===== config.mk =====
export PLATFORM = sky130hd
export DESIGN_NAME = mwo_front
export DESIGN_NICKNAME = d
export VERILOG_FILES = /design/src/sv/mecanum_wheel_odometry_defines.svh /design/src/sv/mwo_pkg.sv /design/src/sv/mwo_front.sv
export SDC_FILE = /design/constraint.sdc
export NUM_CORES = 1
export LEC_CHECK = 0
export BUFFER_PORTS_ARGS = -buffer_cell sky130_fd_sc_hd__buf_4
export CAP_MARGIN = 0
export CORE_ASPECT_RATIO = 1.1
export CORE_MARGIN = 1.5
export CORE_UTILIZATION = 50
export DETAILED_ROUTE_END_ITERATION = 12
export HOLD_SLACK_MARGIN = 0.05
export PLACE_DENSITY = 0.7
export SKIP_CTS_REPAIR_TIMING = 1
export SYNTH_ARGS = -nofsm -noshare
export SYNTH_HDL_FRONTEND = slang
export SYNTH_SLANG_ARGS = --single-unit

===== constraint.sdc =====
create_clock -name i_clk -period 17 [get_ports i_clk]
set_clock_uncertainty 0.2 [all_clocks]
set_input_delay 1.7 -clock i_clk [delete_from_list [all_inputs] [get_ports i_clk]]
set_output_delay 1.7 -clock i_clk [all_outputs]
set_load 0.005 [all_outputs]

===== src/sv/mecanum_wheel_odometry_defines.svh =====
// Assertion macros shared by the odometry block.
`ifndef MECANUM_WHEEL_ODOMETRY_DEFINES_SVH
`define MECANUM_WHEEL_ODOMETRY_DEFINES_SVH

// The antecedent holding in a cycle implies the consequent in the same cycle.
`define MWO_ASSERT_NOW(label, clk, rst_n, ante, cons) \
    label: assert property (@(posedge clk) disable iff (!rst_n) (ante) |-> (cons)) \
        else $error("assertion failed: same-cycle implication");

// The antecedent holding in a cycle implies the consequent in the next cycle.
`define MWO_ASSERT_NEXT(label, clk, rst_n, ante, cons) \
    label: assert property (@(posedge clk) disable iff (!rst_n) (ante) |=> (cons)) \
        else $error("assertion failed: next-cycle implication");

`endif


===== src/sv/mwo_pkg.sv =====
package mwo_pkg;

    localparam int CORDIC_STAGES = 16;
    localparam int IDX_W         = 5;
    localparam int DIV_STEPS     = 18;
    localparam int MAG_W         = 36;
    localparam int QDEPTH        = 2;
    localparam int QAW           = 1;

    localparam logic [23:0]        DYAW_SCALE  = 24'd10937044;
    localparam logic signed [33:0] CORDIC_GAIN = 34'sd652032874;
    localparam logic [6:0]         DIVISOR     = 7'd125;

    typedef struct packed {
        logic signed [15:0] vx;
        logic signed [15:0] vy;
        logic signed [23:0] om;
        logic [15:0]        dt;
        logic               use_given;
        logic [31:0]        given;
        logic               clr;
    } t_job;

    // Arctangent of 2^-i as a binary angle.
    function automatic logic [31:0] atan_angle(input logic [IDX_W-1:0] i);
        logic [31:0] a;
        case (i)
            5'd0:    a = 32'h20000000;
            5'd1:    a = 32'h12E4051E;
            5'd2:    a = 32'h09FB385B;
            5'd3:    a = 32'h051111D4;
            5'd4:    a = 32'h028B0D43;
            5'd5:    a = 32'h0145D7E1;
            5'd6:    a = 32'h00A2F61E;
            5'd7:    a = 32'h00517C55;
            5'd8:    a = 32'h0028BE53;
            5'd9:    a = 32'h00145F2F;
            5'd10:   a = 32'h000A2F98;
            5'd11:   a = 32'h000517CC;
            5'd12:   a = 32'h00028BE6;
            5'd13:   a = 32'h000145F3;
            5'd14:   a = 32'h0000A2F9;
            5'd15:   a = 32'h0000517D;
            5'd16:   a = 32'h000028BE;
            5'd17:   a = 32'h0000145F;
            5'd18:   a = 32'h00000A30;
            5'd19:   a = 32'h00000518;
            5'd20:   a = 32'h0000028C;
            5'd21:   a = 32'h00000146;
            5'd22:   a = 32'h000000A3;
            5'd23:   a = 32'h00000051;
            default: a = 32'h00000000;
        endcase
        return a;
    endfunction

    // One radix-4 digit of a division by 125: returns {digit, remainder}.
    function automatic logic [8:0] div_step(input logic [8:0] t);
        logic [1:0] d;
        logic [8:0] r;
        if (t >= 9'd375) begin
            d = 2'd3;
            r = t - 9'd375;
        end else if (t >= 9'd250) begin
            d = 2'd2;
            r = t - 9'd250;
        end else if (t >= {2'b00, DIVISOR}) begin
            d = 2'd1;
            r = t - {2'b00, DIVISOR};
        end else begin
            d = 2'd0;
            r = t;
        end
        return {d, r[6:0]};
    endfunction

endpackage


===== src/sv/mwo_front.sv =====
module mwo_front (
    input  logic                i_clk,
    input  logic                i_rst_n,
    input  logic                i_valid,
    output logic                o_ready,
    input  logic [111:0]        i_data,
    input  logic [1:0]          i_user,
    input  logic [15:0]         i_recip,
    output logic                o_push,
    output mwo_pkg::t_job       o_job,
    input  logic                i_full
);

    logic        r_valid;
    logic [111:0] r_data;
    logic [1:0]  r_user;

    logic signed [15:0] fl, fr, rl, rr;
    logic signed [17:0] sum_x, sum_y, sum_w;
    logic signed [34:0] om_prod;
    logic signed [28:0] om_shift;

    assign fl = $signed(r_data[15:0]);
    assign fr = $signed(r_data[31:16]);
    assign rl = $signed(r_data[47:32]);
    assign rr = $signed(r_data[63:48]);

    always_comb begin
        sum_x    = 18'(fl) + 18'(fr) + 18'(rl) + 18'(rr);
        sum_y    = -18'(fl) + 18'(fr) + 18'(rl) - 18'(rr);
        sum_w    = -18'(fl) + 18'(fr) - 18'(rl) + 18'(rr);
        om_prod  = 35'(sum_w) * $signed({19'd0, i_recip});
        om_shift = 29'(om_prod >>> 6);
        o_job.vx = sum_x[17:2];
        o_job.vy = sum_y[17:2];
        if (om_shift > 29'sd8388607) begin
            o_job.om = 24'sh7FFFFF;
        end else if (om_shift < -29'sd8388608) begin
            o_job.om = 24'sh800000;
        end else begin
            o_job.om = om_shift[23:0];
        end
        o_job.dt        = r_data[79:64];
        o_job.given     = r_data[111:80];
        o_job.use_given = r_user[0];
        o_job.clr       = r_user[1];
    end

    assign o_push  = r_valid && !i_full;
    assign o_ready = !r_valid || !i_full;

    always_ff @(posedge i_clk) begin
        if (!i_rst_n) begin
            r_valid <= 1'b0;
        end else if (o_ready) begin
            r_valid <= i_valid;
        end
        if (o_ready && i_valid) begin
            r_data <= i_data;
            r_user <= i_user;
        end
    end

endmodule


* Word-level counts from Yosys, hierarchy flattened
Index checks and enable logic that the tools add are counted. W data, S select, Z words.
Operators by class: $add $sub $neg 9, multipliers 1, order comparisons 2, multiplexer cells 2, reduce and logical (&&, ||, !) cells 5
Operators with widths (number):
- $add A18 B16 Y18 | 4
- $mux W24 | 2
- $sub A18 B16 Y18 | 2
- $mul A18 B17 Y35 | 1
- $gt A29 B24 Y1 const B | 1
- $lt A29 B24 Y1 const B | 1
- $add A17 B16 Y18 | 1
- $neg A16 Y18 | 1
- $add A16 B16 Y17 | 1
- $logic_and A1 B1 Y1 | 2
- $logic_not A1 Y1 | 2
- $logic_or A1 B1 Y1 | 1
Word-level totals: bits in registers 115, input port bits 134, output and inout bits 108, word-level logic and storage cells 22

* Logic depth before layout (Yosys ltp)
Gate-level depths: netlist of run 1.
depth after elaboration 8, depth in mapped cells 47, mapped depth without buffers 44

* Worst setup path before layout of run 1
OpenSTA, ideal clock, no wires.
path type register to output, start point reg r_data[0], end point out o_job[66] (netlist name), arrival time 10.806 ns, data required time 15.100 ns, slack 4.294 ns, stages on the path, launching flop included 43, path buffers 2, cell sequence edfxtp_1 -> ha_1 -> fa_1 -> nor2b_1 -> o21ai_0 -> a21boi_0 -> o21ai_0 -> a21boi_0 -> o21ai_0 -> a21boi_0 -> o31ai_1 -> a2111oi_0 -> o21ai_0 -> o31a_1 -> fa_1 -> ha_1 -> nand3_1 -> o21ai_0 -> [7 not listed] -> fa_1 -> inv_1 -> fa_1 -> inv_1 -> fa_1 -> inv_1 -> ha_1 -> a21o_1 -> a2111oi_1 -> a2bb2oi_1 -> a31oi_4 -> a21oi_2 -> o211ai_1 -> a22o_1 -> nor4_4 -> a21oi_2 -> buf_6 -> o31ai_2
RTL lines:
- start, declared | RTL line mwo_front.sv:15 | logic [111:0] r_data;
- start signal, assigned | RTL line mwo_front.sv:59 | r_data <= i_data;
- end, declared | RTL line mwo_front.sv:10 | output mwo_pkg::t_job o_job,

==> flow_summary.ini, run 1 <==
[status]
status = finished, final reports clean

[cells_and_area]
drive_gt1_share_pct = 15.13
final_nets = 2695
layout_common_cells = 411 x inv_1, 351 x fa_1, 252 x buf_4
area_growth_pct = 13.96
fill_cells = 3193
antenna_cells = 0
final_common_cell = inv_1

[drt]
vias = 13046
final_antenna_net_count = 0
routedWlPerCell_um = 16.05
drtPass1Iterations = 7
routed_wl_mm = 41.02
vias_per_cell = 5.104
drc = 0
drt_iter0_drc = 652

[floorplanning]
rows = 74
core_mm2 = 0.03713
dieWidth_um = 188.2
start_util_pct = 50.80
dieArea_mm2 = 0.03890
num_io_pins = 242
dieHeight_um = 206.7

[clock_network]
cts_sinks = 115
cts_made_buffers = 17
h-tree-depth = 4
cts_tree = done
clk_latency_ps = 410
clock_path_buffers = 2
cts_root_buffer = clkbuf_16
clk_pin_slew_ps = 60

[setup_path]
critPathLaunchType = register
worstPathArrival_ps = 13280
cpPeakStageDelay_ps = 1040
cpMostUsedCell = fa_1
r2r_start = r_valid
crit_fanout = 23
critPathKind = reg -> out
slowest_stage = fa_1
required_ps = 15100
reg2reg_depth = 3
cp-end-kind = output pin
cp-startpoint = r_data[0]

[logic_synthesis]
synth_area_leaders = fa_1 37%, edfxtp_1 18%, ha_1 11%
synth_top_cell_by_area = fa_1
syn_inst = 1873
synth_edf_count = 114
yosysSeqAreaShare_pct = 18.26
synth_ff_type = edfxtp_1
ys_warn_count = 0
ys_async_sr_fraction_pct = 0
synth_area_mm2 = 0.01886
synth_top_area_share_pct = 37.26
ys_types = 60
synth_area_per_cell_um2 = 10.07
syn_nets = 2519
ys_seq_elements = 115

[timing]
setup_viol = 0
max_freq_mhz = 65.88
period_share_pct = 89.29
drv_slew = 0
finalSetupTns_ps = 0
max_slew_margin_pct = 31.71
tightest_slew_ps = 1024
rsz0062_at_grt = false
period_minus_slack_ps = 15180
finalHoldViolCount = 0

[placed_design]
hpwl_mm = 33.51
port_buffers = 241
gp_congestion = 0.8564

[global_routing]
antenna_found_initial = 0
grt_max_degree = 63
grtUsageTotal_pct = 22.98
grt_pass1_vias = 14491
grt_overflow = 0
grt_pass1_wl_mm = 70.34

[min_path]
whs_path_depth = 2
hold_start = r_valid
min_path_type = reg -> reg

[flow_run]
drv_cap = 0
-- synth_stat cells (3+ instances only) --
library cell and count:
a211o_1 3, a211oi_1 5, a211oi_2 3, a21boi_0 7, a21o_1 19, a21oi_1 44
and2_1 132, and3_1 8, buf_2 3, buf_4 48, clkbuf_1 39, edfxtp_1 114
fa_1 351, ha_1 161, inv_1 411, nand2_1 191, nand2b_1 8, nand3_1 12
nor2_1 68, nor2b_1 15, nor3_1 22, o211ai_1 3, o21a_1 17, o21ai_0 45
o21bai_1 5, o31ai_1 8, or2_2 4, or3_1 6, xnor2_1 50, xor2_1 30
-- logic make-up after synthesis --
group / synth area share [%]
adder cells (fa/ha/maj): 47.94
buffers and inverters: 11.13
AND/OR/NAND/NOR: 12.26
AO/OA/AOI/OAI: 6.521
flip-flops: 18.26
XOR/XNOR: 3.841
multiplexers: 0.05307
-- final timing paths --
path	end	slack (ps)
worst min-delay path	r_valid	360
worst max-delay path	o_job[58]	1820
worst max register to register	r_data[21]	14600
worst min register to register	r_valid	360
-- registers in the layout, indices dropped and copies added (netlist names) --
name / cells
r_valid: 1
r_user: 2
r_data: 112
-- routing by layer --
metal | track usage (%) | part of all wire (%) | vias up
met5 | 0 | 0 | -
met3 | 3.855 | 5.3 | 62
met1 | 26.16 | 38 | 6560
met4 | 7.000 | 2.8 | 0
met2 | 43.96 | 54 | 350
li1 | - | - | 6074
-- worst max-delay path: cells and delay by family, from the launching register on --
kind / cells / cell delay, ps
AO/OA/AOI/OAI: 21 / 5280
adder cells (fa/ha/maj): 11 / 5180
XOR/XNOR: 3 / 1010
AND/OR/NAND/NOR: 4 / 670
flip-flops: 1 / 420
buffers and inverters: 2 / 250
-- layout make-up --
type                            count  area, um^2  area share, %
Inverter                          411        1543          7.178
Clock buffer                       17       425.4          1.979
Timing Repair Buffer              252        1892          8.802
Sequential cell                   115        3443          16.02
Clock inverter                     15       183.9         0.8557
Tap cell                          494       618.1          2.876
Multi-Input combinational cell   1252       13390          62.29
-- through the flow --
stage / hold slack [ps] / area (um^2) / instances / util (%) / setup slack [ps]
3_3_place_gp: 309.6 / 20880 / 2524 / 56.25 / 2652
5_1_grt: 413.7 / 21490 / 2556 / 57.89 / 427.1
2_1_floorplan: 286.5 / 18860 / 1873 / - / 4294
6_report: 363.0 / 21490 / 2556 / 57.89 / 1820
3_5_place_dp: 346.1 / 20880 / 2524 / 56.25 / 2210
4_1_cts: 362.9 / 21490 / 2556 / 57.89 / 1736
Power of run 1 is left out: the tool's default activity adds up to more than one toggle a clock period on the data nets, which glitch-free logic cannot reach.
==> run 2: changes to the inputs <==
CORE_UTILIZATION = 57   (was 50)
PLACE_DENSITY = 0.79   (was 0.7)
==> run 2 against run 1 <==
  * Clock-buffer cell count is 1 higher
  * Critical path depth stayed put
  * Core utilization is 7.8 points higher
  * Non-clock buffer count is 3 higher
  * Worst setup slack worse by 130 ps
  * Via count is 1.8% higher
  * Critical path type unchanged
==> flow_summary.ini, run 2 (synthesis results as in run 1) <==
[global_routing]
grt_overflow = 0
grt_pass1_wl_mm = 69.36
grt_max_degree = 71
antenna_found_initial = 0
grt_pass1_vias = 14820
grtUsageTotal_pct = 25.74

[drt]
vias_per_cell = 5.332
drt_iter0_drc = 710
drtPass1Iterations = 8
vias = 13283
routed_wl_mm = 41.37
final_antenna_net_count = 0
drc = 0
routedWlPerCell_um = 16.61

[cells_and_area]
largest-register = r_data
final_cells = 2491
fin_util_pct = 65.70
layout_common_cells = 411 x inv_1, 351 x fa_1, 255 x buf_4
final_common_cell = inv_1
largest_reg_flops = 112
fill_cells = 2519
final_nets = 2698
area_growth_pct = 13.08
largest_registers = r_data x112, r_user x2, r_valid x1
drive_gt1_share_pct = 14.92
antenna_cells = 0

[status]
status = finished, final reports clean

[floorplanning]
dieArea_mm2 = 0.03419
dieHeight_um = 193.8
rows = 69
num_io_pins = 242
core_mm2 = 0.03246
start_util_pct = 58.10
dieWidth_um = 176.4

[setup_path]
r2r_start = r_valid
cp-startpoint = r_data[0]
critPathLaunchType = register
crit_fanout = 23
required_ps = 15100
cpMostUsedCell = fa_1
worstPathArrival_ps = 13410
cpPeakStageDelay_ps = 1040
reg2reg_to = r_data[17]
regToRegSetupSlack_ps = 14640
critPathKind = reg -> out
crit_end = o_job[52]
cp-end-kind = output pin
slowest_stage = fa_1
reg2reg_depth = 3

[clock_network]
cts_sinks = 115
clock_path_buffers = 2
h-tree-depth = 4
clk_pin_slew_ps = 60
cts_tree = done
clk_latency_ps = 420
cts_made_buffers = 17
cts_root_buffer = clkbuf_16

[timing]
whs_ps = 347.6
period_minus_slack_ps = 15310
tightest_slew_ps = 1034
rsz0062_at_grt = false
finalSetupTns_ps = 0
period_share_pct = 90.04
setup_viol = 0
max_slew_margin_pct = 31.10
max_freq_mhz = 65.33
finalHoldViolCount = 0
drv_slew = 0

[min_path]
min_path_type = reg -> reg

[flow_run]
drv_cap = 0

[placed_design]
dp_cells = 2459
port_buffers = 241
hpwl_mm = 33.80
gp_congestion = 0.8592
run 2: changes by cell type in the layout (fill, tap and decap cells not counted), moves of 3 or more:
cell,delta
clkinv_4,+4
xnor2_2,-6
xnor2_1,+6
inv_8,-5
buf_4,+3
run 2: final cells by class:
class | count | area [um^2] | share of cell area, %
flip-flops and latches | 115 | 3443 | 16.14
clock inverters | 14 | 122.6 | 0.5749
clock buffers | 18 | 429.2 | 2.012
repair buffers | 255 | 1914 | 8.976
inverters | 411 | 1543 | 7.233
well taps | 426 | 533.0 | 2.499
multi-input cells | 1252 | 13340 | 62.56
run 2: how the worst min path moves through the flow:
stage / to / start / cells after the start
finish: r_valid / r_valid / 2
global route: r_valid / r_valid / 2
CTS: r_valid / r_valid / 2
detailed placement: r_valid / r_valid / 2
global placement: r_valid / r_valid / 2
floorplan: r_valid / r_valid / 2
run 2: worst max-delay path: cells and delay by family (launching register included):
family,cells,cell delay [ps]
AO/OA/AOI/OAI,21,5420
XOR/XNOR,3,1020
adder cells (fa/ha/maj),11,5200
buffers and inverters,2,260
flip-flops,1,430
AND/OR/NAND/NOR,4,660
run 2: routing by layer:
| metal | GRT usage [%] | part of all wire [%] |
|---|---|---|
| met2 | 48.29 | 54 |
| met1 | 28.61 | 36 |
| met4 | 11.14 | 4.6 |
| met3 | 3.804 | 5.2 |
| met5 | 0 | 0 |
run 2: per-stage QoR:
step                setup slack, ps  instance area [um^2]
floorplan                      4294                 18860
global placement               2759                 20780
detailed placement             2231                 20780
CTS                            1725                 21330
global route                  726.1                 21330
finish                         1694                 21330
Power of run 2 is left out for the same reason.
