`src/sv/mecanum_wheel_odometry_defines.svh`:
```
// Assertion macros shared by the odometry block.
`ifndef MECANUM_WHEEL_ODOMETRY_DEFINES_SVH
`define MECANUM_WHEEL_ODOMETRY_DEFINES_SVH

// The antecedent holding in a cycle implies the consequent in the same cycle.
`define MWO_ASSERT_NOW(label, clk, rst_n, ante, cons) \
    label: assert property (@(posedge clk) disable iff (!rst_n) (ante) |-> (cons)) \
        else $error("assertion failed: same-cycle implication");

// The antecedent holding in a cycle implies the consequent in the next cycle.
`define MWO_ASSERT_NEXT(label, clk, rst_n, ante, cons) \
    label: assert property (@(posedge clk) disable iff (!rst_n) (ante) |=> (cons)) \
        else $error("assertion failed: next-cycle implication");

`endif

```
`src/sv/mwo_pkg.sv`:
```
package mwo_pkg;

    localparam int CORDIC_STAGES = 16;
    localparam int IDX_W         = 5;
    localparam int DIV_STEPS     = 18;
    localparam int MAG_W         = 36;
    localparam int QDEPTH        = 2;
    localparam int QAW           = 1;

    localparam logic [23:0]        DYAW_SCALE  = 24'd10937044;
    localparam logic signed [33:0] CORDIC_GAIN = 34'sd652032874;
    localparam logic [6:0]         DIVISOR     = 7'd125;

    typedef struct packed {
        logic signed [15:0] vx;
        logic signed [15:0] vy;
        logic signed [23:0] om;
        logic [15:0]        dt;
        logic               use_given;
        logic [31:0]        given;
        logic               clr;
    } t_job;

    // Arctangent of 2^-i as a binary angle.
    function automatic logic [31:0] atan_angle(input logic [IDX_W-1:0] i);
        logic [31:0] a;
        case (i)
            5'd0:    a = 32'h20000000;
            5'd1:    a = 32'h12E4051E;
            5'd2:    a = 32'h09FB385B;
            5'd3:    a = 32'h051111D4;
            5'd4:    a = 32'h028B0D43;
            5'd5:    a = 32'h0145D7E1;
            5'd6:    a = 32'h00A2F61E;
            5'd7:    a = 32'h00517C55;
            5'd8:    a = 32'h0028BE53;
            5'd9:    a = 32'h00145F2F;
            5'd10:   a = 32'h000A2F98;
            5'd11:   a = 32'h000517CC;
            5'd12:   a = 32'h00028BE6;
            5'd13:   a = 32'h000145F3;
            5'd14:   a = 32'h0000A2F9;
            5'd15:   a = 32'h0000517D;
            5'd16:   a = 32'h000028BE;
            5'd17:   a = 32'h0000145F;
            5'd18:   a = 32'h00000A30;
            5'd19:   a = 32'h00000518;
            5'd20:   a = 32'h0000028C;
            5'd21:   a = 32'h00000146;
            5'd22:   a = 32'h000000A3;
            5'd23:   a = 32'h00000051;
            default: a = 32'h00000000;
        endcase
        return a;
    endfunction

    // One radix-4 digit of a division by 125: returns {digit, remainder}.
    function automatic logic [8:0] div_step(input logic [8:0] t);
        logic [1:0] d;
        logic [8:0] r;
        if (t >= 9'd375) begin
            d = 2'd3;
            r = t - 9'd375;
        end else if (t >= 9'd250) begin
            d = 2'd2;
            r = t - 9'd250;
        end else if (t >= {2'b00, DIVISOR}) begin
            d = 2'd1;
            r = t - {2'b00, DIVISOR};
        end else begin
            d = 2'd0;
            r = t;
        end
        return {d, r[6:0]};
    endfunction

endpackage

```
`src/sv/mwo_queue.sv`:
```
module mwo_queue (
    input  logic          i_clk,
    input  logic          i_rst_n,
    input  logic          i_push,
    input  mwo_pkg::t_job i_job,
    output logic          o_full,
    input  logic          i_pop,
    output logic          o_nonempty,
    output mwo_pkg::t_job o_job
);

    mwo_pkg::t_job            r_mem [mwo_pkg::QDEPTH];
    logic [mwo_pkg::QAW-1:0]  r_wptr;
    logic [mwo_pkg::QAW-1:0]  r_rptr;
    logic [mwo_pkg::QAW:0]    r_count;

    assign o_full     = (r_count == (mwo_pkg::QAW + 1)'(mwo_pkg::QDEPTH));
    assign o_nonempty = (r_count != '0);
    assign o_job      = r_mem[r_rptr];

    always_ff @(posedge i_clk) begin
        if (!i_rst_n) begin
            r_wptr  <= '0;
            r_rptr  <= '0;
            r_count <= '0;
        end else begin
            if (i_push) begin
                r_wptr <= r_wptr + 1'b1;
            end
            if (i_pop) begin
                r_rptr <= r_rptr + 1'b1;
            end
            if (i_push && !i_pop) begin
                r_count <= r_count + 1'b1;
            end else if (i_pop && !i_push) begin
                r_count <= r_count - 1'b1;
            end
        end
        if (i_push) begin
            r_mem[r_wptr] <= i_job;
        end
    end

endmodule

```
`config.mk`:
```
export PLATFORM = sky130hd
export DESIGN_NAME = mwo_queue
export DESIGN_NICKNAME = d
export VERILOG_FILES = /design/src/sv/mecanum_wheel_odometry_defines.svh /design/src/sv/mwo_pkg.sv /design/src/sv/mwo_queue.sv
export SDC_FILE = /design/constraint.sdc
export NUM_CORES = 1
export LEC_CHECK = 0
export CAP_MARGIN = 25
export CORE_UTILIZATION = 56
export DETAILED_ROUTE_END_ITERATION = 12
export DONT_BUFFER_PORTS = 1
export HOLD_SLACK_MARGIN = 0.02
export PLACE_DENSITY_LB_ADDON = 0.3
export SETUP_SLACK_MARGIN = 0.05
export SLEW_MARGIN = 20
export SYNTH_ARGS = -nofsm -noshare
export SYNTH_HDL_FRONTEND = slang
export SYNTH_SLANG_ARGS = --single-unit
```
`constraint.sdc`:
```
create_clock -name i_clk -period 6.1 [get_ports i_clk]
set_input_delay 1.22 -clock i_clk [delete_from_list [all_inputs] [get_ports i_clk]]
set_output_delay 1.22 -clock i_clk [all_outputs]
set_load 0.05 [all_outputs]
```
=== Word-level counts from Yosys, hierarchy flattened ===
Memories as Yosys holds them, arrays and structs flattened. A register that Yosys moved wholly into a read port is not among the register bits.
Cells that the tools add are included.
W data, S select, Z words.

* Equal/unequal tests: 1
* Add/subtract/negate cells: 4
* Reductions and logical operators: 6
* Multiplexer cells: 6

{| class="wikitable"
|+ Operators by type and width
! kind !! number
|-
| $mux W1 || 4
|-
| $mux W2 || 2
|-
| $reduce_bool A2 Y1 || 2
|-
| $add A1 B1 Y1 const B || 2
|-
| $add A2 B1 Y2 const B || 1
|-
| $eq A2 B2 Y1 const B || 1
|-
| $logic_and A1 B1 Y1 || 2
|-
| $logic_not A1 Y1 || 2
|-
| $sub A2 B1 Y2 const B || 1
|}

* Logic and storage cells: 21
* Output and inout bits: 108
* Flip-flop bits (word level): 4
* Bits of input ports: 110
* RAM bits: 212
* Memories: 1

{| class="wikitable"
|+ Memory list
! name !! words !! bits a word !! rd ports !! clocked after memory_dff !! wr ports !! line !! RTL
|-
| r_mem || 2 || 106 || 1 || 1 || 1 || mwo_queue.sv:12 || <nowiki>mwo_pkg::t_job r_mem [mwo_pkg::QDEPTH];</nowiki>
|}

=== Logic depth before layout (Yosys ltp) ===
Gate-level depths: netlist of run 1.

* Word-level depth: 4
* Depth in mapped cells: 5
* Mapped depth without buffers: 5

=== Worst setup path after synthesis of run 1 ===
OpenSTA, ideal clock, no wires.

* Path kind: input-to-reg
* From: input i_push
* To: memory r_mem[0][0] in the netlist's numbering (enable)
* Stages: 1
* Setup time: 0.585 ns
* Data arrival time: 5.859 ns
* Slack: -0.344 ns
* Path buffers: 0
* Data required time: 5.515 ns
* Cell sequence: nor2b_1

* Longest elaborated chain between the ends: 2

{| class="wikitable"
|+ RTL lines
! what !! line !! RTL
|-
| start, declared || mwo_queue.sv:4 || <nowiki>input logic i_push,</nowiki>
|-
| $mux W1 || mwo_queue.sv:39 || <nowiki>if (i_push) begin</nowiki>
|-
| $mux W1 (implied by the code) || mwo_queue.sv:40 || <nowiki>r_mem[r_wptr] <= i_job;</nowiki>
|-
| end, declared || mwo_queue.sv:12 ||
|}

No other way between the ends.

==> results of run 1 <==
stage by stage:
stage	total power [mW]	utilization (%)
floorplan	2.22	-
global placement	2.25	58.8
detailed placement	2.26	59.0
CTS	3.67	64.6
global route	3.74	64.6
finish	3.62	64.6
metal layers:
layer | vias up | wire length [um] | global-route usage (%)
met5 | - | 0 | 0
li1 | 1430 | - | -
met3 | 20 | 1770 | 8.85
met4 | 0 | 208 | 5.56
met1 | 1523 | 3990 | 16.3
met2 | 164 | 6190 | 27.6
path summary, 6_finish.rpt:
kind | cells past startpoint | end | slack, ns
setup / recovery | 3 | o_job[85] | 2.40
hold / removal | 2 | r_count[1]$_SDFFE_PN0P_ | 0.52
setup reg to reg | 2 | r_mem[1][85]$_DFFE_PP_ | 3.97
hold reg to reg | 2 | r_count[1]$_SDFFE_PN0P_ | 0.52
report_power, final:
| group | leakage, nW | total [mW] | internal (mW) | switching (mW) |
|---|---|---|---|---|
| logic | 0.642 | 0.470 | 0.111 | 0.359 |
| clock network | 0.382 | 1.40 | 0.897 | 0.502 |
| registers | 2.03 | 1.75 | 1.72 | 0.0269 |
| total | 3.06 | 3.62 | 2.73 | 0.888 |
worst register-to-register path: stages (launching register included):
cell and delay [ns]:
dfxtp_1 0.38, and2_4 0.61, buf_4 0.71
layout make-up:
cell class / instances / share of cell area, %
repair buffers: 5 / 0.639
clock inverters: 14 / 2.15
flip-flops and latches: 217 / 71.8
well taps: 180 / 2.50
multi-input cells: 122 / 16.3
inverters: 1 / 0.0417
clock buffers: 26 / 6.52
Yosys cell counts:
cell type  number  area [um2]
or2_2           1        6.26
buf_6           6        67.6
inv_1           1        3.75
dfxtp_1         5         100
xor2_1          2        17.5
ha_1            1        12.5
buf_2           6        30.0
xnor2_1         1        8.76
and2_1          4        25.0
o21ai_0         1        5.00
o21a_1          1        7.51
nor2b_1         3        18.8
mux2_4         40         601
mux2_2         66         743
edfxtp_1      212        6370
or3_1           1        6.26
a21boi_1        1        7.51
registers in the layout (all words and copies together), names as in the netlist, named ones only:
| name | count |
|---|---|
| r_count | 2 |
| r_rptr | 1 |
| r_wptr | 1 |
| r_mem | 212 |
cells by family (layout without fill, tap and decap cells):
logic type / Yosys count / after routing / share of synthesized area [%]
compound gates: 3 / 3 / 0.249
simple gates: 9 / 9 / 0.702
fa+ha+maj: 1 / 1 / 0.156
buf+inv: 13 / 46 / 1.26
mux: 106 / 106 / 16.7
xor+xnor: 3 / 3 / 0.327
flops: 217 / 217 / 80.6
placed cells by master (no fill, tap or decap):
cell / synthesis / routed
dfxtp_4: 0 / 1
o21a_1: 1 / 1
clkinvlp_4: 0 / 1
a21boi_1: 1 / 1
dfxtp_1: 5 / 4
nor2b_4: 0 / 1
clkbuf_1: 0 / 3
nor2b_1: 3 / 2
clkinv_2: 0 / 5
edfxtp_1: 212 / 212
buf_16: 0 / 1
or2_2: 1 / 1
ha_1: 1 / 1
clkbuf_16: 0 / 23
mux2_2: 66 / 66
o21ai_0: 1 / 1
bufinv_16: 0 / 5
mux2_4: 40 / 40
xnor2_1: 1 / 1
buf_4: 0 / 4
clkinv_1: 0 / 3
and2_1: 4 / 3
xor2_1: 2 / 2
and2_4: 0 / 1
or3_1: 1 / 1
inv_1: 1 / 1
==> metrics.txt, run 1 <==
status finished clean; # resized after CTS 0; worst vdd ir 0.303 mV; Slew Limit Fails 0; Leak 3.06 nW; Ys Warns 0; worst-case clock buffer depth 3; share of layout cells above drive strength 1 38.7%; slowest stage delay, CP 0.62 ns; ant diodes 0; CP Capture Type output port; FMAX 270 MHz; num rows 43; clk_skew 0.0112 ns; Post-Syn Instances 352; CTS tree yes; drt wl/cell 21.5 um; core footprint 13900 um2; hold-fix buffers at CTS 0; Hold Path Class register to register; Setup-failing EPs final 0; Die Wd 122 um; Slew Limit Headroom 35.1%; PD cells 402 nW/um2; grt ovf 0; RR Startpoint r_wptr$_SDFFE_PN0P_; hpwl dp 8040 um; slowest CP cell dfxtp_4; # H-tree levels 1; initial DRC count 107; crit share post-route 60.7%; Cell Area, Synth 8030 um2; die area 14800 um2; Fin. Hold Viols 0; crit-path cells buf_16, buf_4, mux2_2; Non-Filler Instances 565; Num CTS Buffers 22; Sink Count 217; post-layout min period 3.70 ns; footprint of the multi-input gates 1470 um2; Synth Net Count 463; syn_area_per_cell 22.8 um2; nets 480; via density per instance 5.55; Clock transition at path regs 0.06 ns; DR pass1 iterations 6; clock root cell clkbuf_16; RSZ-0062 raised after global routing false; CP Data Arrival Time 2.48 ns; WP buf/inv 2; Worst Slack Setup Final 2.40 ns; CP max FO 52; initial antenna violation count 0; hold path start r_count[1]$_SDFFE_PN0P_; register area 6470 um2; Initial Util 57.6%; largest net degree at the start of global routing 58; Total GRT Usage 16.0%; max_cap viols 0; Post-DP Area 8230 um2; Crit path required time 4.88 ns; Startpoint Class register; DRC 0; Vias 3137; Setup TNS Final 0 ns; Layout area overhead 12.2%; Port Buf Inserts 0; Post-DRT Antenna Nets 0; post-synth cell types 17; Placement Setup Slack 2.86 ns; first-pass GRT wire length 17700 um; FF+latch count, synth 217; vias in the first global route 3325; Clk Latency, worst-skew pair 0.49 ns; fin area 9010 um2; Worst-Margin Slew 0.971 ns; Die Height 122 um; placed insts 525; Hold WS 0.521 ns; Routed WL 12200 um; I/O pins 218; Worst path top cell family by delay buffers and inverters; CP Class register to output port; routability cong. 0.745; setup bufs post-CTS 0; sequential area share after synthesis 80.6%; Fillers 919
(Power assumes the default switching activity.)
==> run 2, diff against run 1 <==
clock period = 3 ns   (was 6.1 ns; I/O delays follow)
==> metrics.txt, run 2 (same netlist as run 1, synthesis figures left out) <==
Die Height 122 um (unchanged); crit share post-route 87.2%; FMAX 382 MHz; Pint 5.48 mW (+100%); first-pass GRT wire length 18600 um (+5.2%); max_cap viols 0 (unchanged); Sink Count 217 (unchanged); post-layout min period 2.62 ns; largest net degree at the start of global routing 108 (+86%); I/O pins 218 (unchanged); Slew Limit Headroom 60.6% (+25 points); DR pass1 iterations 4 (-2); Seq pwr share 48.9% (+0.5 points); setup bufs post-CTS 0 (unchanged); Clk Latency, worst-skew pair 0.48 ns (about the same); r2r worst-path depth 2 (unchanged); vias in the first global route 3319 (-0.18%); hold depth 0 (-2); initial antenna violation count 0 (unchanged); initial DRC count 195 (+82%); Post-DRT Antenna Nets 0 (unchanged); Layout area overhead 12.3%; worst vdd ir 0.543 mV (+79%); Routed WL 12900 um (+6.3%); CP max FO 36 (-31%); Fin. Hold Viols 0 (unchanged); CP Capture Type output port; Leak 3.06 nW (about the same); Top reg by flops r_mem; Port Buf Inserts 0 (unchanged); Hold Path Class input port to register; grt ovf 0 (unchanged); most frequent cells in the layout edfxtp_1 (212), mux2_2 (66), mux2_4 (40), clkbuf_16 (23), clkbuf_1 (5); Initial Util 57.6% (unchanged); CP Class register to output port; nets 482 (+0.42%); via density per instance 5.62 (+1.3%); Crit path required time 2.40 ns (-2.48 ns); Vias 3183 (+1.5%); NetSw 1.81 mW (+100%); RR Startpoint r_wptr$_SDFFE_PN0P_; CP Depth 2 (-1); drt wl/cell 22.8 um (+6.1%); # resized after CTS 0 (unchanged); Slew Limit Fails 0 (unchanged); reg2reg setup slack 1.44 ns (-2.53 ns); RSZ-0062 raised after global routing false; Hold WS 0.209 ns (-0.313 ns); hold-fix buffers at CTS 0 (unchanged); final core utilization 64.7% (+0.072 points); clock share of power 37.8% (-0.8 points); hpwl dp 8460 um (+5.3%); Die Wd 122 um (unchanged); clock root cell clkbuf_16; Critical Path Sink o_job[91]; Total GRT Usage 17.0% (+0.98 points); top flop regs r_mem (212), r_count (2); max reg flops 212 (unchanged); Net Sw Frac 24.8% (+0.29 points); crit-path cells buf_12, mux2_2; num rows 43 (unchanged); share of layout cells above drive strength 1 38.3% (-0.36 points); PD cells 808 nW/um2 (+100%); Setup-failing EPs final 0 (unchanged); slowest CP cell dfxtp_4; Num CTS Buffers 22 (unchanged); Fillers 918 (-0.11%); WP buf/inv 1 (-1); ant diodes 0 (unchanged); routability cong. 0.811 (+8.8%); Startpoint Class register; status finished clean; worst-case clock buffer depth 3 (unchanged); Worst-Margin Slew 0.591 ns (-0.380 ns); commonest non-fill, non-tap cell in the layout edfxtp_1; DRC 0 (unchanged); CTS tree yes; CP Data Arrival Time 2.02 ns (-0.46 ns); core footprint 13900 um2 (unchanged); slowest stage delay, CP 0.67 ns (+0.05 ns); Clock transition at path regs 0.06 ns (about the same); die area 14800 um2 (unchanged); Setup TNS Final 0 ns (unchanged); FF-to-FF End r_mem[1][97]$_DFFE_PP_; Gate power share 13.2% (+0.2 points); # H-tree levels 1 (unchanged); clk_skew 0.00468 ns (-0.00656 ns); Worst path top cell family by delay flip-flops
-- run 2: changes by cell type in the layout (fill, tap and decap cells not counted), sizes merged --
cell      change
buf           +2
clkbuf        +2
bufinv        -1
clkinv        -1
clkinvlp      -1
-- run 2: worst min-delay path by stage --
stage | from | end | slack (ns)
global route | i_job[15] | r_mem[1][15]$_DFFE_PP_ | 0.18
CTS | i_job[29] | r_mem[0][29]$_DFFE_PP_ | 0.19
global placement | r_count[1]$_SDFFE_PN0P_ | r_count[1]$_SDFFE_PN0P_ | 0.47
finish | i_job[51] | r_mem[1][51]$_DFFE_PP_ | 0.21
floorplan | r_count[1]$_SDFFE_PN0P_ | r_count[1]$_SDFFE_PN0P_ | 0.46
detailed placement | r_count[1]$_SDFFE_PN0P_ | r_count[1]$_SDFFE_PN0P_ | 0.51
-- run 2: power by group through the flow --
| stage | clock network (mW) | registers [mW] | logic [mW] |
|---|---|---|---|
| after floorplan | 0 | 3.60 | 0.913 |
| after global placement | 0 | 3.62 | 0.964 |
| after detailed placement | 0 | 3.63 | 0.970 |
| after CTS | 2.81 | 3.57 | 0.971 |
| after global routing | 2.94 | 3.58 | 0.992 |
| final | 2.76 | 3.57 | 0.963 |
-- run 2: through the flow --
stage	area (um2)	setup WS [ns]	power, mW	instances
after floorplan	8040	0.361	4.51	352
after global placement	8270	0.887	4.59	527
after detailed placement	8270	0.859	4.60	527
after CTS	9020	0.339	7.36	566
after global routing	9020	0.284	7.51	566
final	9020	0.384	7.29	566
-- run 2: final cells by class --
type                       instances  area (um2)  share of cell area [%]
clock buffer                      28         594                    6.59
clock inverter                    11         151                    1.68
inverter                           1        3.75                  0.0416
multi-input combinational        122        1470                    16.3
sequential                       217        6470                    71.8
tap                              180         225                    2.50
timing repair buffer               7         103                    1.14
-- run 2: worst register-to-register path: stages, from the launching register on --
cell and delay [ns]:
dfxtp_1 0.38, and2_4 0.40, buf_4 0.42
-- run 2: metal layers --
metal  vias up  routed length, um  GRT usage [%]
met2       169               6280           28.2
li1       1428                  -              -
met3        20               1910           9.69
met5         -                  0              0
met4         0                259           5.63
met1      1566               4480           18.2
==> run 3, diff against run 2 <==
CORE_ASPECT_RATIO = 1.1   (was not set)
SLEW_MARGIN = not set   (was 20)
==> metrics.txt, run 3 (same netlist as run 1, synthesis figures left out) <==
clock root cell clkbuf_16; hold depth 0 (unchanged); FF-to-FF End r_mem[1][16]$_DFFE_PP_; worst vdd ir 0.641 mV (+18%); Post-DRT Antenna Nets 0 (unchanged); Setup-failing EPs final 0 (unchanged); Total GRT Usage 16.5% (-0.48 points); initial DRC count 148 (-24%); ant diodes 0 (unchanged); slowest CP cell dfxtp_4; # resized after CTS 0 (unchanged); max reg flops 212 (unchanged); CTS tree yes; Crit path required time 2.40 ns (about the same); die area 14800 um2 (about the same); status finished clean; commonest non-fill, non-tap cell in the layout edfxtp_1; post-layout min period 2.48 ns (-0.133 ns); setup bufs post-CTS 0 (unchanged); Die Height 128 um (+4.8%); r2r worst-path depth 2 (unchanged); clk_skew 0.00686 ns (+0.00218 ns); Worst path top cell family by delay flip-flops; fin area 8950 um2 (-0.76%); Clk Latency, worst-skew pair 0.48 ns (about the same); Setup TNS Final 0 ns (unchanged); reg2reg setup slack 1.32 ns (-0.12 ns); placed insts 535 (+1.5%); vias in the first global route 3366 (+1.4%); grt ovf 0 (unchanged); worst hold endpoint r_mem[0][42]$_DFFE_PP_; hpwl dp 8260 um (-2.3%); DRC 0 (unchanged); RSZ-0062 raised after global routing false; Top reg by flops r_mem; final core utilization 64.3% (-0.37 points); first-pass GRT wire length 18200 um (-2.0%); largest net degree at the start of global routing 74 (-31%); Sink Count 217 (unchanged); Port Buf Inserts 0 (unchanged); crit-path cells buf_12, mux2_2; Hold Path Class input port to register; WP buf/inv 1 (unchanged); Worst-Margin Slew 0.983 ns (+0.391 ns); I/O pins 218 (unchanged); Clock transition at path regs 0.06 ns (about the same); Num CTS Buffers 22 (unchanged); Slew Limit Headroom 34.4% (-26 points); crit share post-route 82.8% (-4.4 points); CP Class register to output port; share of layout cells above drive strength 1 37.6% (-0.78 points); routability cong. 0.654 (-19%); slowest stage delay, CP 0.52 ns (-0.15 ns); most frequent cells in the layout edfxtp_1 (212), mux2_2 (66), mux2_4 (40), clkbuf_16 (23), clkbuf_1 (8); FMAX 403 MHz (+5.3%); num rows 45 (+4.7%); DR pass1 iterations 4 (unchanged); core footprint 13900 um2 (-0.20%); top flop regs r_mem (212), r_count (2); worst-case clock buffer depth 3 (unchanged); RR Startpoint r_wptr$_SDFFE_PN0P_; CP Capture Type output port; hold-fix buffers at CTS 0 (unchanged); Slew Limit Fails 0 (unchanged); Die Wd 116 um (-4.6%); CP Data Arrival Time 1.88 ns (-0.14 ns); max_cap viols 0 (unchanged); Startpoint Class register; Vias 3192 (+0.28%); nets 482 (unchanged); PD cells 782 nW/um2 (-3.2%); Post-DP Area 8280 um2 (+0.12%); CP max FO 53 (+47%); Non-Filler Instances 574 (+1.4%); Layout area overhead 11.5%; Leak 3.02 nW (-1.3%); # H-tree levels 1 (unchanged); Routed WL 12400 um (-4.4%); Initial Util 57.7% (+0.11 points); drt wl/cell 21.5 um (-5.7%); initial antenna violation count 0 (unchanged); via density per instance 5.56 (-1.1%); Fin. Hold Viols 0 (unchanged); hold path start i_job[42]
-- run 3: cell count changes in the layout (fill, tap and decap cells not counted) --
cell,change
bufinv_16,-3
clkbuf_1,+3
-- run 3: worst max path at each step --
stage	startpoint	to	cells after the start
floorplan	i_push	r_mem[0][0]$_DFFE_PP_	1
global placement	register	o_job[35]	2
detailed placement	register	o_job[24]	2
CTS	register	o_job[24]	2
global route	register	o_job[24]	2
finish	register	o_job[24]	2
-- run 3: worst reg2reg max path: stages (launching register included) --
cell and delay (ns):
dfxtp_1 0.39, and2_4 0.49, buf_4 0.46
-- run 3: area by class of cell --
cell class              count  area (um2)
clock buffers              31         606
multi-input cells         122        1470
clock inverters             8        61.3
fillers                   950        4960
well taps                 188         235
inverters                   1        3.75
flip-flops and latches    217        6470
repair buffers              7         103
-- run 3: per-stage QoR --
stage	hold slack [ns]	total power [mW]	setup slack, ns
3_5_place_dp	0.539	4.60	1.01
6_report	0.206	7.00	0.516
2_1_floorplan	0.461	4.51	0.361
4_1_cts	0.185	7.09	0.493
5_1_grt	0.181	7.24	0.445
3_3_place_gp	0.474	4.59	1.04
-- run 3: report_power, final --
part	total (mW)	internal, mW	switching (mW)
Sequential	3.56	3.51	0.0496
Combinational	0.974	0.233	0.740
Clock	2.47	1.49	0.982
Total	7.00	5.23	1.77
-- run 3: routing by layer --
metal / wire length [um] / track usage [%] / part of all wire (%)
met2: 6320 / 28.0 / 51
met1: 4050 / 17.5 / 33
met3: 1830 / 9.20 / 15
met5: 0 / 0 / 0
met4: 166 / 4.60 / 1.3
